===== src/hdl/cpr_pkg.sv =====
// ----------------------------------------------------------------------------
// cpr_pkg
// Shared constants, state encoding and control/status bundles for the clock
// page replacement unit.
// ----------------------------------------------------------------------------
package cpr_pkg;

  localparam int MAX_FRAMES_DEF = 8;
  localparam int PAGE_BITS_DEF  = 20;

  localparam int CFG_W   = 4;
  localparam int FRAME_W = 3;
  localparam int TOTAL_W = 32;

  localparam logic [CFG_W-1:0] FRAMES_USED_RST = 4'd3;

  // fault + frame + evicted_valid + fault_total, page field comes on top
  localparam int RES_FIXED_W = 1 + FRAME_W + 1 + TOTAL_W;

  typedef enum logic [2:0] {
    ST_IDLE,
    ST_SCAN,
    ST_DRAIN,
    ST_EVICT,
    ST_COMMIT
  } cpr_state_t;

  typedef struct packed {
    logic start;
    logic scan;
    logic drain;
    logic evict;
    logic commit;
  } cpr_cmd_t;

  typedef struct packed {
    logic scan_last;
    logic found;
    logic out_free;
  } cpr_stat_t;

endpackage


===== src/hdl/cpr_ctrl.sv =====
// ----------------------------------------------------------------------------
// cpr_ctrl
// Sequencer for one page reference: frame scan, eviction read and commit.
// ----------------------------------------------------------------------------
module cpr_ctrl (
  input  logic               clk,
  input  logic               rst,
  input  logic               s_tvalid,
  output logic               s_tready,
  input  cpr_pkg::cpr_stat_t stat,
  output cpr_pkg::cpr_cmd_t  cmd
);

  cpr_pkg::cpr_state_t state;
  cpr_pkg::cpr_state_t state_next;

  always_ff @(posedge clk) begin
    if (rst) begin
      state <= cpr_pkg::ST_IDLE;
    end else begin
      state <= state_next;
    end
  end

  always_comb begin
    state_next = state;
    case (state)
      cpr_pkg::ST_IDLE: begin
        if (s_tvalid) begin
          state_next = cpr_pkg::ST_SCAN;
        end
      end
      cpr_pkg::ST_SCAN: begin
        if (stat.scan_last) begin
          state_next = cpr_pkg::ST_DRAIN;
        end
      end
      cpr_pkg::ST_DRAIN: begin
        state_next = cpr_pkg::ST_EVICT;
      end
      cpr_pkg::ST_EVICT: begin
        state_next = cpr_pkg::ST_COMMIT;
      end
      cpr_pkg::ST_COMMIT: begin
        if (stat.out_free) begin
          state_next = cpr_pkg::ST_IDLE;
        end
      end
      default: begin
        state_next = cpr_pkg::ST_IDLE;
      end
    endcase
  end

  always_comb begin
    s_tready   = 1'b0;
    cmd        = '0;
    case (state)
      cpr_pkg::ST_IDLE: begin
        s_tready  = 1'b1;
        cmd.start = s_tvalid;
      end
      cpr_pkg::ST_SCAN: begin
        cmd.scan = 1'b1;
      end
      cpr_pkg::ST_DRAIN: begin
        cmd.drain = 1'b1;
      end
      cpr_pkg::ST_EVICT: begin
        cmd.evict = !stat.found;
      end
      cpr_pkg::ST_COMMIT: begin
        cmd.commit = stat.out_free;
      end
      default: begin
        cmd = '0;
      end
    endcase
  end

endmodule


===== src/hdl/cpr_datapath.sv =====
// ----------------------------------------------------------------------------
// cpr_datapath
// Frame page memory, valid and reference bits, clock hand walk, fault count
// and the result register.
// ----------------------------------------------------------------------------
module cpr_datapath #(
  parameter int MAX_FRAMES = cpr_pkg::MAX_FRAMES_DEF,
  parameter int PAGE_BITS  = cpr_pkg::PAGE_BITS_DEF,
  parameter int OUT_W      = ((cpr_pkg::RES_FIXED_W + PAGE_BITS + 7) / 8) * 8
) (
  input  logic                        clk,
  input  logic                        rst,
  input  cpr_pkg::cpr_cmd_t           cmd,
  output cpr_pkg::cpr_stat_t          stat,
  input  logic                        cfg_we,
  input  logic [cpr_pkg::CFG_W-1:0]   cfg_data,
  input  logic [PAGE_BITS-1:0]        page_in,
  input  logic                        m_tready,
  output logic                        m_tvalid,
  output logic [OUT_W-1:0]            m_tdata
);

  localparam int IW = (MAX_FRAMES > 1) ? $clog2(MAX_FRAMES) : 1;
  localparam int CW = $clog2(MAX_FRAMES + 1);
  localparam int SW = CW + 1;

  function automatic logic [IW-1:0] next_slot(input logic [IW-1:0] cur,
                                              input logic [CW-1:0] n);
    logic [SW-1:0] nx;
    begin
      nx = SW'(cur) + SW'(1);
      next_slot = (nx >= SW'(n)) ? '0 : IW'(nx);
    end
  endfunction

  logic [cpr_pkg::CFG_W-1:0]   frames_used;
  logic [CW-1:0]               n_act;

  logic [PAGE_BITS-1:0]        mem [MAX_FRAMES];
  logic [PAGE_BITS-1:0]        rd_data;
  logic [IW-1:0]               rd_addr;
  logic                        rd_en;

  logic [PAGE_BITS-1:0]        page_reg;
  logic [IW-1:0]               scan_addr;
  logic [IW-1:0]               cmp_idx;
  logic                        cmp_pending;
  logic                        found;
  logic [IW-1:0]               hit_idx;
  logic                        hit_now;

  logic                        busy;
  logic [IW-1:0]               wpos;
  logic [CW-1:0]               wcnt;
  logic [MAX_FRAMES-1:0]       visited;
  logic                        walk_step;

  logic [MAX_FRAMES-1:0]       frame_valid;
  logic [MAX_FRAMES-1:0]       ref_bit;
  logic [MAX_FRAMES-1:0]       ref_bit_next;
  logic [IW-1:0]               hand;
  logic [cpr_pkg::TOTAL_W-1:0] counter;
  logic [cpr_pkg::TOTAL_W-1:0] counter_next;

  logic                        res_fault;
  logic [cpr_pkg::FRAME_W-1:0] res_frame;
  logic                        res_evv;
  logic [PAGE_BITS-1:0]        res_evp;
  logic [cpr_pkg::TOTAL_W-1:0] res_total;

  // active frame count, clamped to 1..MAX_FRAMES
  always_comb begin
    if (frames_used == '0) begin
      n_act = CW'(1);
    end else if (int'(frames_used) > MAX_FRAMES) begin
      n_act = CW'(MAX_FRAMES);
    end else begin
      n_act = CW'(frames_used);
    end
  end

  assign rd_en   = cmd.scan || cmd.evict;
  assign rd_addr = cmd.evict ? wpos : scan_addr;
  assign hit_now = cmp_pending && frame_valid[cmp_idx] && (rd_data == page_reg);
  assign walk_step = busy && ref_bit[wpos] && (wcnt != n_act);
  assign counter_next = (counter == '1) ? counter : counter + cpr_pkg::TOTAL_W'(1);

  assign stat.scan_last = (SW'(scan_addr) + SW'(1)) == SW'(n_act);
  assign stat.found     = found;
  assign stat.out_free  = !m_tvalid || m_tready;

  always_comb begin
    ref_bit_next = ref_bit;
    if (cmd.commit) begin
      if (found) begin
        ref_bit_next[hit_idx] = 1'b1;
      end else begin
        ref_bit_next = ref_bit & ~visited;
        ref_bit_next[wpos] = 1'b0;
      end
    end
  end

  always_ff @(posedge clk) begin
    if (rd_en) begin
      rd_data <= mem[rd_addr];
    end
    if (cmd.commit && !found) begin
      mem[wpos] <= page_reg;
    end
  end

  // control state
  always_ff @(posedge clk) begin
    if (rst) begin
      frames_used <= cpr_pkg::FRAMES_USED_RST;
      busy        <= 1'b0;
      cmp_pending <= 1'b0;
      found       <= 1'b0;
      visited     <= '0;
      frame_valid <= '0;
      ref_bit     <= '0;
      hand        <= '0;
      counter     <= '0;
      m_tvalid    <= 1'b0;
    end else begin
      if (cfg_we) begin
        frames_used <= cfg_data;
      end
      ref_bit <= ref_bit_next;
      if (cmd.start) begin
        busy        <= 1'b1;
        cmp_pending <= 1'b0;
        found       <= 1'b0;
        visited     <= '0;
      end else begin
        if (cmd.scan) begin
          cmp_pending <= 1'b1;
        end else if (cmd.drain) begin
          cmp_pending <= 1'b0;
        end
        if (hit_now && !found) begin
          found <= 1'b1;
        end
        if (walk_step) begin
          visited[wpos] <= 1'b1;
        end
        if (cmd.commit) begin
          busy <= 1'b0;
          if (!found) begin
            frame_valid[wpos] <= 1'b1;
            hand              <= wpos;
            counter           <= counter_next;
          end
        end
      end
      if (cmd.commit) begin
        m_tvalid <= 1'b1;
      end else if (m_tready) begin
        m_tvalid <= 1'b0;
      end
    end
  end

  // payload
  always_ff @(posedge clk) begin
    if (cmd.start) begin
      page_reg  <= page_in;
      scan_addr <= '0;
      wpos      <= next_slot(hand, n_act);
      wcnt      <= '0;
    end else begin
      if (cmd.scan) begin
        cmp_idx   <= scan_addr;
        scan_addr <= scan_addr + IW'(1);
      end
      if (hit_now && !found) begin
        hit_idx <= cmp_idx;
      end
      if (walk_step) begin
        wpos <= next_slot(wpos, n_act);
        wcnt <= wcnt + CW'(1);
      end
    end
    if (cmd.commit) begin
      if (found) begin
        res_fault <= 1'b0;
        res_frame <= cpr_pkg::FRAME_W'(hit_idx);
        res_evv   <= 1'b0;
        res_evp   <= '0;
        res_total <= counter;
      end else begin
        res_fault <= 1'b1;
        res_frame <= cpr_pkg::FRAME_W'(wpos);
        res_evv   <= frame_valid[wpos];
        res_evp   <= frame_valid[wpos] ? rd_data : '0;
        res_total <= counter_next;
      end
    end
  end

  assign m_tdata = OUT_W'({res_total, res_evp, res_evv, res_frame, res_fault});

endmodule


===== src/hdl/clock_page_replacement_unit.sv =====
// ----------------------------------------------------------------------------
// clock_page_replacement_unit
// Second-chance (clock) page replacement over a set of frames; one result
// per page reference.
//
//  channel  dir  handshake            payload
//  s_*      in   s_tvalid/s_tready    s_tdata: page
//  m_*      out  m_tvalid/m_tready    m_tdata: fault, frame, evicted_valid,
//                                              evicted_page, fault_total
//  cfg_*    in   cfg_valid/cfg_ready  cfg_data: frames_used
//
// one reference is in progress at a time; the next is accepted after commit.
// the frame page memory has one read port and is scanned one frame per
// cycle over the active frames; the hand walk runs alongside the scan.
// reset clears valid and reference bits, hand, fault count; frames_used
// returns to 3. no clearing pass.
// a stalled result stays in the output register; the next reference is
// taken meanwhile and waits at commit until that register is free.
// ----------------------------------------------------------------------------
module clock_page_replacement_unit #(
  parameter int MAX_FRAMES = cpr_pkg::MAX_FRAMES_DEF,
  parameter int PAGE_BITS  = cpr_pkg::PAGE_BITS_DEF
) (
  input  logic                       clk,
  input  logic                       rst,
  input  logic                       s_tvalid,
  output logic                       s_tready,
  input  logic [((PAGE_BITS+7)/8)*8-1:0] s_tdata,  // page
  output logic                       m_tvalid,
  input  logic                       m_tready,
  // fault, frame, evicted_valid, evicted_page, fault_total
  output logic [((cpr_pkg::RES_FIXED_W+PAGE_BITS+7)/8)*8-1:0] m_tdata,
  input  logic                       cfg_valid,
  output logic                       cfg_ready,
  input  logic [cpr_pkg::CFG_W-1:0]  cfg_data
);

  localparam int OUT_W = ((cpr_pkg::RES_FIXED_W + PAGE_BITS + 7) / 8) * 8;

  cpr_pkg::cpr_cmd_t  cmd;
  cpr_pkg::cpr_stat_t stat;

  assign cfg_ready = 1'b1;

  cpr_ctrl u_ctrl (
    .clk      (clk),
    .rst      (rst),
    .s_tvalid (s_tvalid),
    .s_tready (s_tready),
    .stat     (stat),
    .cmd      (cmd)
  );

  cpr_datapath #(
    .MAX_FRAMES (MAX_FRAMES),
    .PAGE_BITS  (PAGE_BITS),
    .OUT_W      (OUT_W)
  ) u_datapath (
    .clk      (clk),
    .rst      (rst),
    .cmd      (cmd),
    .stat     (stat),
    .cfg_we   (cfg_valid && cfg_ready),
    .cfg_data (cfg_data),
    .page_in  (s_tdata[PAGE_BITS-1:0]),
    .m_tready (m_tready),
    .m_tvalid (m_tvalid),
    .m_tdata  (m_tdata)
  );

`ifndef SYNTHESIS
  a_one_at_a_time: assert property (@(posedge clk) disable iff (rst)
    s_tvalid && s_tready |=> !s_tready)
    else $error("reference accepted while another is in progress");

  a_commit_shows_result: assert property (@(posedge clk) disable iff (rst)
    cmd.commit |=> m_tvalid)
    else $error("commit did not load the result register");

  a_commit_returns_idle: assert property (@(posedge clk) disable iff (rst)
    cmd.commit |=> s_tready)
    else $error("controller not ready after commit");

  a_no_commit_over_full: assert property (@(posedge clk) disable iff (rst)
    m_tvalid && !m_tready |-> !cmd.commit)
    else $error("commit over a result not yet taken");
`endif

endmodule


===== config.mk =====
export PLATFORM = sky130hd
export DESIGN_NAME = clock_page_replacement_unit
export DESIGN_NICKNAME = d
export VERILOG_FILES = /design/src/hdl/cpr_pkg.sv /design/src/hdl/cpr_ctrl.sv /design/src/hdl/cpr_datapath.sv /design/src/hdl/clock_page_replacement_unit.sv
export SDC_FILE = /design/constraint.sdc
export NUM_CORES = 1
export LEC_CHECK = 0
export BUFFER_PORTS_ARGS = -buffer_cell sky130_fd_sc_hd__buf_2
export CAP_MARGIN = 15
export CORE_ASPECT_RATIO = 1.4
export CORE_MARGIN = 4
export CORE_UTILIZATION = 65
export DETAILED_ROUTE_END_ITERATION = 8
export GPL_TIMING_DRIVEN = 0
export PLACE_DENSITY = 0.88
export SYNTH_ARGS = -nofsm -noshare
export SYNTH_HDL_FRONTEND = slang
export SYNTH_SLANG_ARGS = --single-unit

===== constraint.sdc =====
create_clock -name clk -period 8.6 [get_ports clk]
set_clock_uncertainty 0.2 [all_clocks]
set_input_delay 0.43 -clock clk [delete_from_list [all_inputs] [get_ports clk]]
set_output_delay 0.43 -clock clk [all_outputs]
set_load 0.05 [all_outputs]

## Word level (Yosys, flattened, before mapping)

Memories as Yosys holds them, arrays and structs flattened. A register that Yosys moved wholly into a read port is not among the register bits.
Index checks and enable logic that the tools add are counted.
W data, S select, Z words.

- Flip-flop bits (word level): 163
- Bits in writable memories: 160
- Input port bits: 33
- Output and inout port bits: 67
- Memories kept: 1

Memories:

| name | words | width | read ports | clocked after memory_dff | wr ports | RTL line | text |
|---|---|---|---|---|---|---|---|
| u_datapath.mem | 8 | 20 | 1 | 1 | 1 | cpr_datapath.sv:39 | `logic [PAGE_BITS-1:0] mem [MAX_FRAMES];` |

- Add/subtract/negate cells: 6
- Magnitude comparators: 8
- Equality and inequality tests: 11
- Muxes and demuxes: 40
- Bitwise operators: 10
- Reduce and logical (&&, ||, !) cells: 25

Operator list:

| cell | count |
|---|---|
| $mux W32 | 2 |
| $add A32 B1 Y32 const B | 1 |
| $eq A32 B32 Y1 const B | 1 |
| $mux W3 | 9 |
| $or A8 B8 Y8 | 3 |
| $eq A20 B20 Y1 | 1 |
| $mux W1 | 20 |
| $and A8 B8 Y8 | 2 |
| $not A8 Y8 | 2 |
| $pmux W3 S5 | 1 |
| $add A3 B1 Y4 const B | 3 |
| $lt A3 B4 Y1 const B | 3 |
| $ge A5 B4 Y1 | 2 |
| $bmux W1 S3 | 3 |
| $logic_and A1 B1 Y1 | 8 |
| $mux W4 | 2 |
| $mux W8 | 1 |
| $reduce_bool A2 Y1 | 4 |
| $demux W1 S3 | 2 |
| $eq A3 B2 Y1 const B | 2 |
| $ge A3 B1 Y1 const B | 2 |
| $reduce_and A2 Y1 | 3 |
| $reduce_and A3 Y1 | 2 |
| $eq A5 B4 Y1 | 1 |
| other kinds (14) | 20 |

## Longest topological paths before layout

Gate-level depths: netlist (run 1).

- Word-level depth: 7
- Gate-level depth with buffers: 8
- Gate-level depth less buffers: 8

## Modules after synthesis

A second synthesis (run 1) with hierarchy kept.

- Cells, all modules: 1020
- Area, all modules: 14528.9 µm²

Modules (own cells, without submodules):

| module | times used | cells an instance | area each (µm²) |
|---|---|---|---|
| cpr_datapath | 1 | 992 | 14291.2 |
| cpr_ctrl | 1 | 26 | 226.5 |
| clock_page_replacement_unit | 1 | 2 | 11.3 |

## Worst setup path after synthesis (run 1)

OpenSTA, ideal clock, no wires.

- Kind: register -> register
- From: register u_ctrl.state[1]
- To: memory u_datapath.mem[2][0] (netlist bit) (enable)
- Setup time: 0.422 ns
- Arrival time: 3.253 ns
- Data required time: 7.978 ns
- Slack: 4.725 ns
- Cell stages (with the launch flop): 8
- Path buffers: 3
- Cells stage by stage: dfxtp_1 > clkbuf_1 > or3b_2 > nor3_1 > clkbuf_1 > clkbuf_1 > nand2_1 > nor3_1

- Cells in the longest elaborated chain, start to end: 5

RTL lines:

| item | RTL line | text |
|---|---|---|
| from (decl) | cpr_ctrl.sv:14 | `cpr_pkg::cpr_state_t state;` |
| from (signal assigned) | cpr_ctrl.sv:19 | `state <= cpr_pkg::ST_IDLE;` |
| from (signal assigned) | cpr_ctrl.sv:21 | `state <= state_next;` |
| $eq A3 B3 Y1 | cpr_ctrl.sv:58 | `case (state)` |
| $mux W1 | cpr_ctrl.sv:58 |  |
| $logic_and A1 B1 Y1 | cpr_datapath.sv:108 | `if (cmd.commit && !found) begin` |
| $mux W1 | cpr_datapath.sv:108 |  |
| $mux W1 (implied by the code) | cpr_datapath.sv:109 | `mem[wpos] <= page_reg;` |
| to (decl) | cpr_datapath.sv:39 |  |

Every way passes these cells.

## Final worst setup path (run 1)

- From: register u_ctrl.state[1]
- To: memory u_datapath.mem[2][11] (netlist bit) (enable)

The elaborated chain is that of the path after synthesis.

==> metrics.md, run 1 <==
| Metric | Value |
|---|---|
| Post-synthesis sequential element count | 343 |
| First-pass iteration count of the detailed router | 7 |
| Vias per cell | 6.293 |
| Number of global-route vias before repair | 9874 |
| Ranking of synthesized cells by area | sky130_fd_sc_hd__edfxtp_1 55%, sky130_fd_sc_hd__dfxtp_1 11%, sky130_fd_sc_hd__mux2_2 4.3% |
| PwrDens | 255.4 nW/µm² |
| Fraction of power spent switching nets | 0.2833 |
| Worst supply voltage drop on vdd | 0.2816 mV |
| Sum of negative setup slack | 0 ps |
| Synth area leader | sky130_fd_sc_hd__edfxtp_1 |
| Commonest register cell after synthesis | sky130_fd_sc_hd__edfxtp_1 |
| Worst-path clk slew | 70 ps |
| Wire per inst | 21.96 µm |
| Net count reported at finish | 1296 |
| Post-CTS setup buffers | 0 |
| Die height | 184.8 µm |
| Remaining number of nets flagged by the antenna check after routing | 0 |
| Routability cong. | 0.9809 |
| Clock root buffer master | sky130_fd_sc_hd__clkbuf_16 |
| Share of cells above drive strength 1 | 0.2030 |
| CP startpoint kind | flip-flop |
| CP Max Fanout | 10 |
| Multi-input combinational cell area | 4642 µm² |
| Grt ovf | 0 |
| Total global-route track usage | 0.2746 |
| Initial DRC Count | 1071 |
| Reported net switching power | 1222 µW |
| Clock latency on the worst-skew pair | 550 ps |
| Wire length of the first global-routing pass | 52940 µm |
| Clock sink total | 343 |
| Achievable Freq | 252.6 MHz |
| Synthesized instance count | 1083 |
| Setup-failing EPs final | 0 |
| Async set or reset register ratio after synthesis | 0 |
| Data arrival time at the worst-slack endpoint | 4010 ps |
| Total non-filler cell area in the finished layout | 16890 µm² |
| Input/output buffers | 87 |
| Fraction of synthesized cell area taken by the top area cell type | 0.5501 |
| Count of warnings emitted by yosys | 0 |
| Setup repair after global routing missed its margin | no |
| Share of power burned in combinational logic | 0.201 |
| Maximum clock path buffer count | 3 |
| Number of violations of the max-capacitance limit | 0 |
| Cell Area, Placed | 15610 µm² |
| Per-instance average area after synthesis | 13.41 µm² |
| Largest registers ranked by flip-flop count | u_datapath.mem: 160 flops, u_datapath.counter: 32 flops, u_datapath.res_total: 32 flops |
| Relative slew margins | 0.3240 |
| Final Core Density | 0.7698 |
| Number of antenna violations at the first check in global routing | 0 |
| Number of enable flip-flop cells after synthesis | 266 |
| Core region area | 21940 µm² |
| Transition time at the pin with the least slew margin | 985.8 ps |
| Pin count of the biggest net entering global routing | 48 |
| Most numerous cell in the Yosys netlist | sky130_fd_sc_hd__edfxtp_1 |
| Die area | 24830 µm² |
| Sequential cell area in the final layout | 9529 µm² |
| Tmin final | 3959 ps |
| Htree depth | 1 |
| Horizontal die dimension | 134.3 µm |
| Synth-to-layout area growth | 16.32% |
| Maximum single-stage delay on the critical path | 700 ps |
| Estimated wirelength of the detail-placed design | 22980 µm |
| Synth unique cells | 64 |
| Inserted Diodes | 0 |
| Number of flip-flops under the largest register name | 160 |
| CP top delay family | simple AND/OR/NAND/NOR gates |
| Commonest cells post-synth | 266 x sky130_fd_sc_hd__edfxtp_1, 77 x sky130_fd_sc_hd__dfxtp_1, 56 x sky130_fd_sc_hd__mux2_2 |
| Largest register by flop count | u_datapath.mem |
| Part of the cycle the worst path needs | 0.4604 |
| Critical path's slowest cell | sky130_fd_sc_hd__nor3_2 |
| Internal power component | 3091 µW |
| Endpoint type of the worst setup path | flip-flop |
| Sequential cell fraction of total power | 0.473 |
| Share of synthesized area occupied by flip-flops and latches | 0.6563 |
| Max-slew violation count | 0 |
| CP required | 8650 ps |
| TritonCTS buffer count | 29 |
| Via count | 9868 |
| Critical-path cell list | clkbuf_1 > or3b_2 > nor3_1 > clkbuf_1 > clkbuf_1 > nand2_1 > nor3_2 > buf_6 |
| Critical path start-end classification | reg -> reg |
| Leak | 0.005899 µW |
| Share of power burned in the clock network | 0.326 |
| Buffer and inverter count on the worst path | 4 |
| Most common cell on crit path | sky130_fd_sc_hd__clkbuf_1 |
| Filler cell count in the final layout | 1329 |
| Outcome | finished clean |
| Clock tree from TritonCTS | built |
| Starting density of the core | 0.6618 |
| Post-synthesis instance area | 14520 µm² |
| DRC | 0 |
| Number of top-level design ports | 100 |
| Power, Total | 4314 µW |
| Hold/Removal Path Class | in -> reg |
| Overall routed net length | 34440 µm |
| Final hold violation count | 0 |
| Placement Rows | 64 |
[worst reg2reg max path: cells and delay by family, from the launching register on]
family | cells | cell delay [ps]
buffers and inverters | 4 | 1410
DFF | 1 | 310
and+or+nand+nor | 4 | 1740
[through the flow]
| stage | cells | setup WS (ps) | hold slack [ps] |
|---|---|---|---|
| floorplan | 1089 | 4725 | 225.8 |
| global placement | 1473 | 2374 | 235.9 |
| detailed placement | 1490 | 4714 | 246.3 |
| CTS | 1568 | 4672 | 15.97 |
| global route | 1568 | 4452 | 36.96 |
| finish | 1568 | 4641 | 24.04 |
[power groups by stage]
| stage | Clock (µW) | Sequential, µW | Combinational (µW) |
|---|---|---|---|
| 2_1_floorplan | 0 | 2060 | 576 |
| 3_3_place_gp | 0 | 2070 | 791 |
| 3_5_place_dp | 0 | 2070 | 830 |
| 4_1_cts | 1410 | 2040 | 858 |
| 5_1_grt | 1480 | 2050 | 921 |
| 6_report | 1410 | 2040 | 865 |
[placed cells by master (no fill, tap or decap), drive strengths merged, types with 26 or more instances in the layout]
master / synthesis / layout
edfxtp: 266 / 266
buf: 30 / 134
dfxtp: 77 / 77
clkbuf: 38 / 70
mux2: 56 / 56
nor2: 55 / 55
nand2: 54 / 54
mux2i: 51 / 51
a21oi: 47 / 47
nand3: 33 / 33
xor2: 32 / 32
nor3: 31 / 31
o21ai: 28 / 28
xnor2: 26 / 26
o22ai: 26 / 26
dlygate4sd3: 0 / 26
[cells by family after synthesis]
group,after synthesis,share of synthesized area
compound gates,167,0.07376
flops,343,0.6563
other cells,2,0.0005172
buf+inv,86,0.02818
fa+ha+maj,13,0.01120
simple gates,305,0.1134
mux,109,0.08169
xor+xnor,58,0.03499
[cell type report]
cell class / count / area share
sequential: 343 / 0.5642
tap: 297 / 0.02200
timing repair buffer: 130 / 0.05452
clock buffer: 32 / 0.04363
buffer: 68 / 0.02030
inverter: 18 / 0.004000
multi-input combinational: 660 / 0.2748
clock inverter: 20 / 0.01652
[layer usage]
layer  up-vias  global-route usage  share of wire
met2       546              0.4871           0.51
li1       4421                   -              -
met5         -                   0              0
met1      4770              0.3269           0.37
met4         0              0.1345          0.049
met3       131             0.04348          0.071
[path summary, 6_finish.rpt]
kind	startpoint	end	slack [ps]	cells past startpoint
max	u_ctrl.state[1]$_SDFFE_PP0P_	u_datapath.mem[2][11]$_DFFE_PP_	4640	8
min	m_tready	u_ctrl.state[2]$_SDFFE_PP0P_	20	4
max reg2reg	u_ctrl.state[1]$_SDFFE_PP0P_	u_datapath.mem[2][11]$_DFFE_PP_	4640	8
min reg2reg	u_datapath.visited[6]$_SDFFE_PP0P_	u_datapath.visited[6]$_SDFFE_PP0P_	260	2
[what timing repair did]
| item | CTS | global route |
|---|---|---|
| hold buffers | 26 | 0 |
| resized for setup | 0 | 0 |
| endpoints found under the setup margin | 0 | 0 |
| hold endpoints to repair | 24 | 0 |
(Power assumes the default switching activity.)
==> run 2, diff against run 1 <==
Settings changed: CORE_UTILIZATION 65 to 60, PLACE_DENSITY 0.88 to 0.82.
Clock period 8.6 ns to 3.9 ns, I/O delays scaled along.
==> run 2 against run 1 <==
  * Sequential share of layout area hardly changed
  * Worst hold slack better by 120 ps
  * Power is 120% higher
  * Maximum frequency is 6.2% higher
  * Via count hardly changed
  * Combinational power is 120% higher
  * Count of clock-buffer cells in the layout is 9 higher
  * Sequential power is 120% higher
  * Critical path depth stayed put
  * Largest power group unchanged
  * Clock power is 100% higher
==> metrics.md, run 2 (synthesized netlist as in run 1, its figures left out) <==
| Metric | Value |
|---|---|
| Part of the cycle the worst path needs | 0.9562 (+0.4959) |
| Largest register by flop count | u_datapath.mem |
| Startpoint of the most critical register-to-register path | u_ctrl.state[1]$_SDFFE_PP0P_ |
| Tmin final | 3729 ps (-229.9 ps) |
| TritonCTS buffer count | 30 (+3.4%) |
| Largest registers ranked by flip-flop count | u_datapath.mem: 160 flops, u_datapath.counter: 32 flops, u_datapath.res_total: 32 flops |
| Vias per cell | 6.213 (-1.3%) |
| CP startpoint kind | flip-flop |
| Die area | 26790 µm² (+7.9%) |
| Number of top-level design ports | 100 (unchanged) |
| Setup slack of the worst register-to-register path | 170 ps (-4470 ps) |
| Starting density of the core | 0.6078 (-0.05403) |
| Startpoint of the lowest-slack hold path | s_tdata[15] |
| CP required | 3960 ps (-4690 ps) |
| Number of global-route vias before repair | 9813 (-0.62%) |
| Critical path start-end classification | reg -> reg |
| Achievable Freq | 268.1 MHz (+6.2%) |
| Number of flip-flops under the largest register name | 160 (unchanged) |
| CP Max Fanout | 12 (+2) |
| Setup repair after global routing missed its margin | no |
| Maximum single-stage delay on the critical path | 580 ps (-120 ps) |
| Placed insts | 1502 (+0.81%) |
| Inserted Diodes | 0 (unchanged) |
| Clock root buffer master | sky130_fd_sc_hd__clkbuf_16 |
| Most used cells in the layout excluding fill and tap cells | 266 x sky130_fd_sc_hd__edfxtp_1, 98 x sky130_fd_sc_hd__buf_2, 77 x sky130_fd_sc_hd__dfxtp_1, 56 x sky130_fd_sc_hd__mux2_2, 54 x sky130_fd_sc_hd__nand2_1 |
| Pre-CTS worst setup slack | -86.20 ps (-4800 ps) |
| DRC | 0 (unchanged) |
| Total global-route track usage | 0.2559 (-0.01869) |
| Minimum setup slack in the final design | 170.6 ps (-4470 ps) |
| Setup-failing EPs final | 0 (unchanged) |
| Leak | 0.005899 µW (about the same) |
| Remaining number of nets flagged by the antenna check after routing | 0 (unchanged) |
| Estimated wirelength of the detail-placed design | 23340 µm (+1.6%) |
| Post-CTS setup buffers | 0 (unchanged) |
| Worst-path clk slew | 70 ps (about the same) |
| Layout Cells excl Fill | 1589 (+1.3%) |
| Transition time at the pin with the least slew margin | 1234 ps (+247.9 ps) |
| Clock tree from TritonCTS | built |
| Wire length of the first global-routing pass | 54010 µm (+2.0%) |
| Wire per inst | 21.86 µm (-0.48%) |
| Cell Area, Placed | 15620 µm² (about the same) |
| Max-slew violation count | 0 (unchanged) |
| Number of violations of the max-capacitance limit | 0 (unchanged) |
| Data arrival time at the worst-slack endpoint | 3790 ps (-220 ps) |
| PwrDens | 550.8 nW/µm² (+120%) |
| Worst supply voltage drop on vdd | 0.5127 mV (+82%) |
| Synth-to-layout area growth | 16.34% (about the same) |
| Initial DRC Count | 951 (-11%) |
| Final hold violation count | 0 (unchanged) |
| Pin count of the biggest net entering global routing | 48 (unchanged) |
| Routability cong. | 0.9758 (-0.52%) |
| Crit. Startpoint | u_ctrl.state[1]$_SDFFE_PP0P_ |
| Relative slew margins | 0.1707 (-0.1533) |
| Placement Rows | 67 (+4.7%) |
| Via count | 9872 (+0.041%) |
| Input/output buffers | 87 (unchanged) |
| Number of antenna violations at the first check in global routing | 0 (unchanged) |
| Clock latency on the worst-skew pair | 560 ps (about the same) |
| Htree depth | 1 (unchanged) |
| Grt ovf | 0 (unchanged) |
| Overall routed net length | 34730 µm (+0.85%) |
| Most common cell on crit path | sky130_fd_sc_hd__clkbuf_1 |
| Clock sink total | 343 (unchanged) |
| Net count reported at finish | 1301 (+0.39%) |
| Endpoint type of the worst setup path | flip-flop |
| Power, Total | 9304 µW (+120%) |
| Die height | 192.1 µm (+3.9%) |
| First-pass iteration count of the detailed router | 5 (-2) |
| Critical-path cell list | clkbuf_1 > or3b_2 > nor3_1 > clkbuf_1 > clkbuf_2 > nand2_1 > nor2_2 > buf_8 |
| Most common cell after layout, fill and taps aside | sky130_fd_sc_hd__edfxtp_1 |
| Outcome | finished clean |
| Maximum clock path buffer count | 3 (unchanged) |
| Core region area | 23890 µm² (+8.9%) |
| Total non-filler cell area in the finished layout | 16890 µm² (about the same) |
| Horizontal die dimension | 139.5 µm (+3.8%) |
| Hold/Removal Path Class | in -> reg |
| Critical path's slowest cell | sky130_fd_sc_hd__nor2_2 |
| Share of cells above drive strength 1 | 0.2002 (-0.002833) |
[run 2: critical path: cells and delay by family, from the launching register on]
| family | cells | cell delay, ps |
|---|---|---|
| DFF | 1 | 320 |
| and+or+nand+nor | 4 | 1580 |
| buffers and inverters | 4 | 1320 |
[run 2: report_power, final]
part / internal, µW / total (µW) / switching [µW]
registers: 4270 / 4500 / 227
clock network: 1620 / 2880 / 1270
logic: 735 / 1920 / 1180
[run 2: routing by layer]
metal / share of wire / track usage
met1: 0.37 / 0.3059
met2: 0.51 / 0.4577
met3: 0.069 / 0.02989
met4: 0.053 / 0.1291
met5: 0 / 0
[run 2: area by class of cell]
cell class	count	area (µm²)
Sequential cell	343	9529
Fill cell	1569	6999
Multi-Input combinational cell	660	4653
Timing Repair Buffer	134	962.2
Clock buffer	41	833.3
Tap cell	310	387.9
Buffer	68	344.1
Clock inverter	15	115.1
Inverter	18	67.56
[run 2: worst paths after layout]
check	end	depth (start not counted)
worst min-delay path	u_datapath.page_reg[15]$_DFFE_PP_	2
worst min register to register	u_datapath.visited[3]$_SDFFE_PP0P_	2
worst max register to register	u_datapath.mem[6][13]$_DFFE_PP_	8
worst max-delay path	u_datapath.mem[6][13]$_DFFE_PP_	8
[run 2: what timing repair did]
action | CTS | global route
resized for setup | 2 | 2
endpoints found under the hold margin | 31 | 0
setup endpoints to repair | 17 | 29
hold buffers | 31 | 0
[run 2: through the flow]
step | TNS (ps) | hold slack, ps | util
3_3_place_gp | -186780 | 171.2 | 0.6432
5_1_grt | 0 | 147.8 | 0.7070
4_1_cts | 0 | 134.3 | 0.7070
6_report | 0 | 143.4 | 0.7070
2_1_floorplan | 0 | 93.87 | -
3_5_place_dp | -684.6 | 173.1 | 0.6538
==> run 3, diff against run 2 <==
Settings changed: SYNTH_HIERARCHICAL from default to 1.
==> run 3 against run 2 <==
  * The flow now finishes with violations (design-rule violations)
  * Clock power is 5% higher
  * Final area is 0.66% higher
  * Via count is 6.7% lower
  * Setup slack worse by 26 ps
  * First-iteration DRC count decreased by 6.4%
  * Critical path depth fell by 2
  * Global-route usage is 1.4 points lower
  * Routed wire length down 6.4%
  * Largest power group unchanged
==> metrics.md, run 3 <==
| Metric | Value |
|---|---|
| Transition time at the pin with the least slew margin | 912.7 ps (-321.0 ps) |
| Total non-filler cell area in the finished layout | 17000 µm² (+0.66%) |
| Startpoint of the most critical register-to-register path | u_ctrl/state[1]$_SDFFE_PP0P_ |
| Area fraction in compound gates after synthesis | 0.05305 (-0.02071) |
| Clock sink total | 343 (unchanged) |
| Buffer and inverter count on the worst path | 2 (-2) |
| Critical path's slowest cell | sky130_fd_sc_hd__nor4bb_1 |
| Worst-path clk slew | 60 ps (about the same) |
| Share of power burned in combinational logic | 0.240 (+0.034) |
| Share of power burned in the clock network | 0.298 (-0.012) |
| Die area | 26800 µm² (about the same) |
| Wire per inst | 21.43 µm (-2.0%) |
| Synthesized-area fraction occupied by adder cells | 0.01016 (-0.001040) |
| Hold/Removal Path Class | in -> reg |
| Number of global-route vias before repair | 9281 (-5.4%) |
| Sequential cell fraction of total power | 0.462 (-0.022) |
| FF-to-FF path depth | 6 (-2) |
| Vias per cell | 6.069 (-2.3%) |
| First-pass iteration count of the detailed router | 9 (+4) |
| Inserted Diodes | 0 (unchanged) |
| Post-synthesis instance area | 14530 µm² (about the same) |
| Setup-failing EPs final | 0 (unchanged) |
| Worst supply voltage drop on vdd | 0.4904 mV (-4.3%) |
| Share of cells above drive strength 1 | 0.2444 (+0.04425) |
| Clock root buffer master | sky130_fd_sc_hd__clkbuf_16 |
| CP required | 4000 ps (+40 ps) |
| Worst Hold Path Cells | 2 (unchanged) |
| Number of flip-flops under the largest register name | 160 (unchanged) |
| Initial DRC Count | 890 (-6.4%) |
| Fraction of synthesized cell area taken by the top area cell type | 0.5498 (about the same) |
| Achievable Freq | 266.3 MHz (-0.70%) |
| Clock tree from TritonCTS | built |
| Horizontal die dimension | 139.5 µm (about the same) |
| Max-slew violation count | 0 (unchanged) |
| Die height | 192.1 µm (about the same) |
| Most numerous cell in the Yosys netlist | sky130_fd_sc_hd__edfxtp_1 |
| Routability cong. | 0.9261 (-5.1%) |
| Count of warnings emitted by yosys | 6 (+6) |
| Synth area leader | sky130_fd_sc_hd__edfxtp_1 |
| Main combinational cell family by area after synthesis | simple AND/OR/NAND/NOR gates |
| Outcome | finished, violations left |
| Total global-route track usage | 0.2415 (-0.01445) |
| Post-cts resize count | 0 (-2) |
| Portion of netlist area occupied by mux cells | 0.1002 (+0.01855) |
| Maximum single-stage delay on the critical path | 810 ps (+230 ps) |
| Htree depth | 1 (unchanged) |
| Final Core Density | 0.7117 (+0.004661) |
| Per-instance average area after synthesis | 14.24 µm² (+6.2%) |
| Core region area | 23890 µm² (unchanged) |
| Share of synthesized area occupied by flip-flops and latches | 0.6559 (about the same) |
| Critical-path cell list | buf_4 > nor4bb_1 > mux2i_1 > clkbuf_1 > mux4_2 > mux2_2 |
| Synth unique cells | 63 (-1.6%) |
| Sum of negative setup slack | 0 ps (unchanged) |
| Async set or reset register ratio after synthesis | 0 (unchanged) |
| DRC | 1 (+1) |
| Starting density of the core | 0.6081 (about the same) |
| CP Max Fanout | 10 (-2) |
| Largest registers ranked by flip-flop count | u_datapath/mem: 160 flops, u_datapath/counter: 32 flops, u_datapath/res_total: 32 flops |
| Clock latency on the worst-skew pair | 550 ps (about the same) |
| Commonest cells post-synth | 266 x sky130_fd_sc_hd__edfxtp_1, 77 x sky130_fd_sc_hd__dfxtp_1, 64 x sky130_fd_sc_hd__nor2_1 |
| Largest register by flop count | u_datapath/mem |
| Synth-to-layout area growth | 17.03% |
| Most common cell after layout, fill and taps aside | sky130_fd_sc_hd__edfxtp_1 |
| Placement Rows | 67 (unchanged) |
| Setup repair after global routing missed its margin | no |
| Post-CTS setup buffers | 0 (unchanged) |
| PwrDens | 598.5 nW/µm² (+8.7%) |
| Startpoint of the lowest-slack hold path | s_tdata[0] |
| Ranking of synthesized cells by area | sky130_fd_sc_hd__edfxtp_1 55%, sky130_fd_sc_hd__dfxtp_1 11%, sky130_fd_sc_hd__mux4_2 6.2% |
| Number of violations of the max-capacitance limit | 0 (unchanged) |
| Net count reported at finish | 1227 (-5.7%) |
| Data arrival time at the worst-slack endpoint | 3860 ps (+70 ps) |
| Maximum clock path buffer count | 3 (unchanged) |
| Cell Area, Placed | 15660 µm² (+0.27%) |
| Final hold violation count | 0 (unchanged) |
| Failing checks | design-rule violations |
| Synthesized instance count | 1020 (-5.8%) |
| Remaining number of nets flagged by the antenna check after routing | 0 (unchanged) |
| Post-synthesis xor/xnor area fraction | 0.03617 (+0.001185) |
| CP top delay family | multiplexers |
| Overall routed net length | 32510 µm (-6.4%) |
| Estimated wirelength of the detail-placed design | 20900 µm (-10%) |
| Post-synthesis sequential element count | 343 (unchanged) |
| Number of enable flip-flop cells after synthesis | 266 (unchanged) |
| TritonCTS buffer count | 31 (+3.3%) |
| Internal power component | 7104 µW (+7.2%) |
| Grt ovf | 0 (unchanged) |
| Via count | 9206 (-6.7%) |
| Number of antenna violations at the first check in global routing | 0 (unchanged) |
| Reported net switching power | 3073 µW (+15%) |
| Critical path start-end classification | reg -> reg |
| Commonest register cell after synthesis | sky130_fd_sc_hd__edfxtp_1 |
| CP startpoint kind | flip-flop |
| Fraction of power spent switching nets | 0.3020 (+0.01428) |
| Input/output buffers | 87 (unchanged) |
| Endpoint type of the worst setup path | flip-flop |
| Tmin final | 3756 ps (+26.48 ps) |
| Part of the cycle the worst path needs | 0.9630 (+0.006789) |
| Number of top-level design ports | 100 (unchanged) |
| Crit. Startpoint | u_ctrl/state[1]$_SDFFE_PP0P_ |
| Relative slew margins | 0.3832 (+0.2125) |
| Most used cells in the layout excluding fill and tap cells | 266 x sky130_fd_sc_hd__edfxtp_1, 104 x sky130_fd_sc_hd__buf_2, 75 x sky130_fd_sc_hd__dfxtp_1, 54 x sky130_fd_sc_hd__nor2_1, 46 x sky130_fd_sc_hd__a21oi_1 |
| Wire length of the first global-routing pass | 50530 µm (-6.4%) |
| Area fraction in and, or, nand and nor cells after synthesis | 0.1159 (+0.002515) |
| Leak | 0.005839 µW (-1.0%) |
| Pin count of the biggest net entering global routing | 21 (-56%) |
| Logic depth of the worst setup path including buffers | 6 (-2) |
[run 3: area by class of cell]
class	instances	area, µm²
Sequential cell	343	9534
Buffer	66	399.1
Clock buffer	35	790.8
Fill cell	1573	6888
Multi-Input combinational cell	596	4748
Tap cell	310	387.9
Inverter	21	78.83
Clock inverter	22	229.0
Timing Repair Buffer	124	835.8
[run 3: stage by stage]
stage / cells / hold slack [ps] / total power (µW) / setup slack [ps]
after floorplan: 1026 / 64.36 / 6454 / -404.7
after global placement: 1423 / 171.4 / 7046 / -2278
after detailed placement: 1428 / 173.1 / 7158 / 235.4
after CTS: 1517 / 124.7 / 10240 / 191.0
after global routing: 1517 / 136.3 / 10590 / 1.594
final: 1517 / 146.9 / 10180 / 144.2
[run 3: logic make-up after synthesis]
| logic type | count (synthesis) |
|---|---|
| xor gates and xnor gates | 60 |
| DFF | 343 |
| adders and majority gates | 12 |
| AOI/OAI and AO/OA | 121 |
| and+or+nand+nor | 304 |
| other | 2 |
| muxes | 91 |
| buffers and inverters | 87 |
[run 3: power groups by stage]
stage / logic, µW / clock network (µW) / registers (µW)
2_1_floorplan: 1460 / 0 / 4990
3_3_place_gp: 2290 / 0 / 4760
3_5_place_dp: 2390 / 0 / 4760
4_1_cts: 2450 / 3090 / 4690
5_1_grt: 2600 / 3260 / 4730
6_report: 2440 / 3030 / 4700
[run 3: worst paths after layout]
| kind | end | slack (ps) |
|---|---|---|
| worst max-delay path | u_datapath/rd_data[2]$_DFFE_PP_ | 140 |
| worst min-delay path | u_datapath/page_reg[0]$_DFFE_PP_ | 150 |
| worst max register to register | u_datapath/rd_data[2]$_DFFE_PP_ | 140 |
| worst min register to register | u_datapath/visited[3]$_SDFFE_PP0P_ | 290 |
[run 3: repair_timing]
action / CTS / global route
hold endpoints to repair: 28 / 0
hold buffers: 32 / 0
setup endpoints to repair: 0 / 0
[run 3: metal layers]
| metal | track usage | vias to the layer above | routed length, µm |
|---|---|---|---|
| met4 | 0.1066 | 0 | 1408 |
| met3 | 0.03786 | 102 | 2158 |
| met2 | 0.4410 | 417 | 17240 |
| met1 | 0.2814 | 4497 | 11710 |
| li1 | - | 4190 | - |
| met5 | 0 | - | 0 |
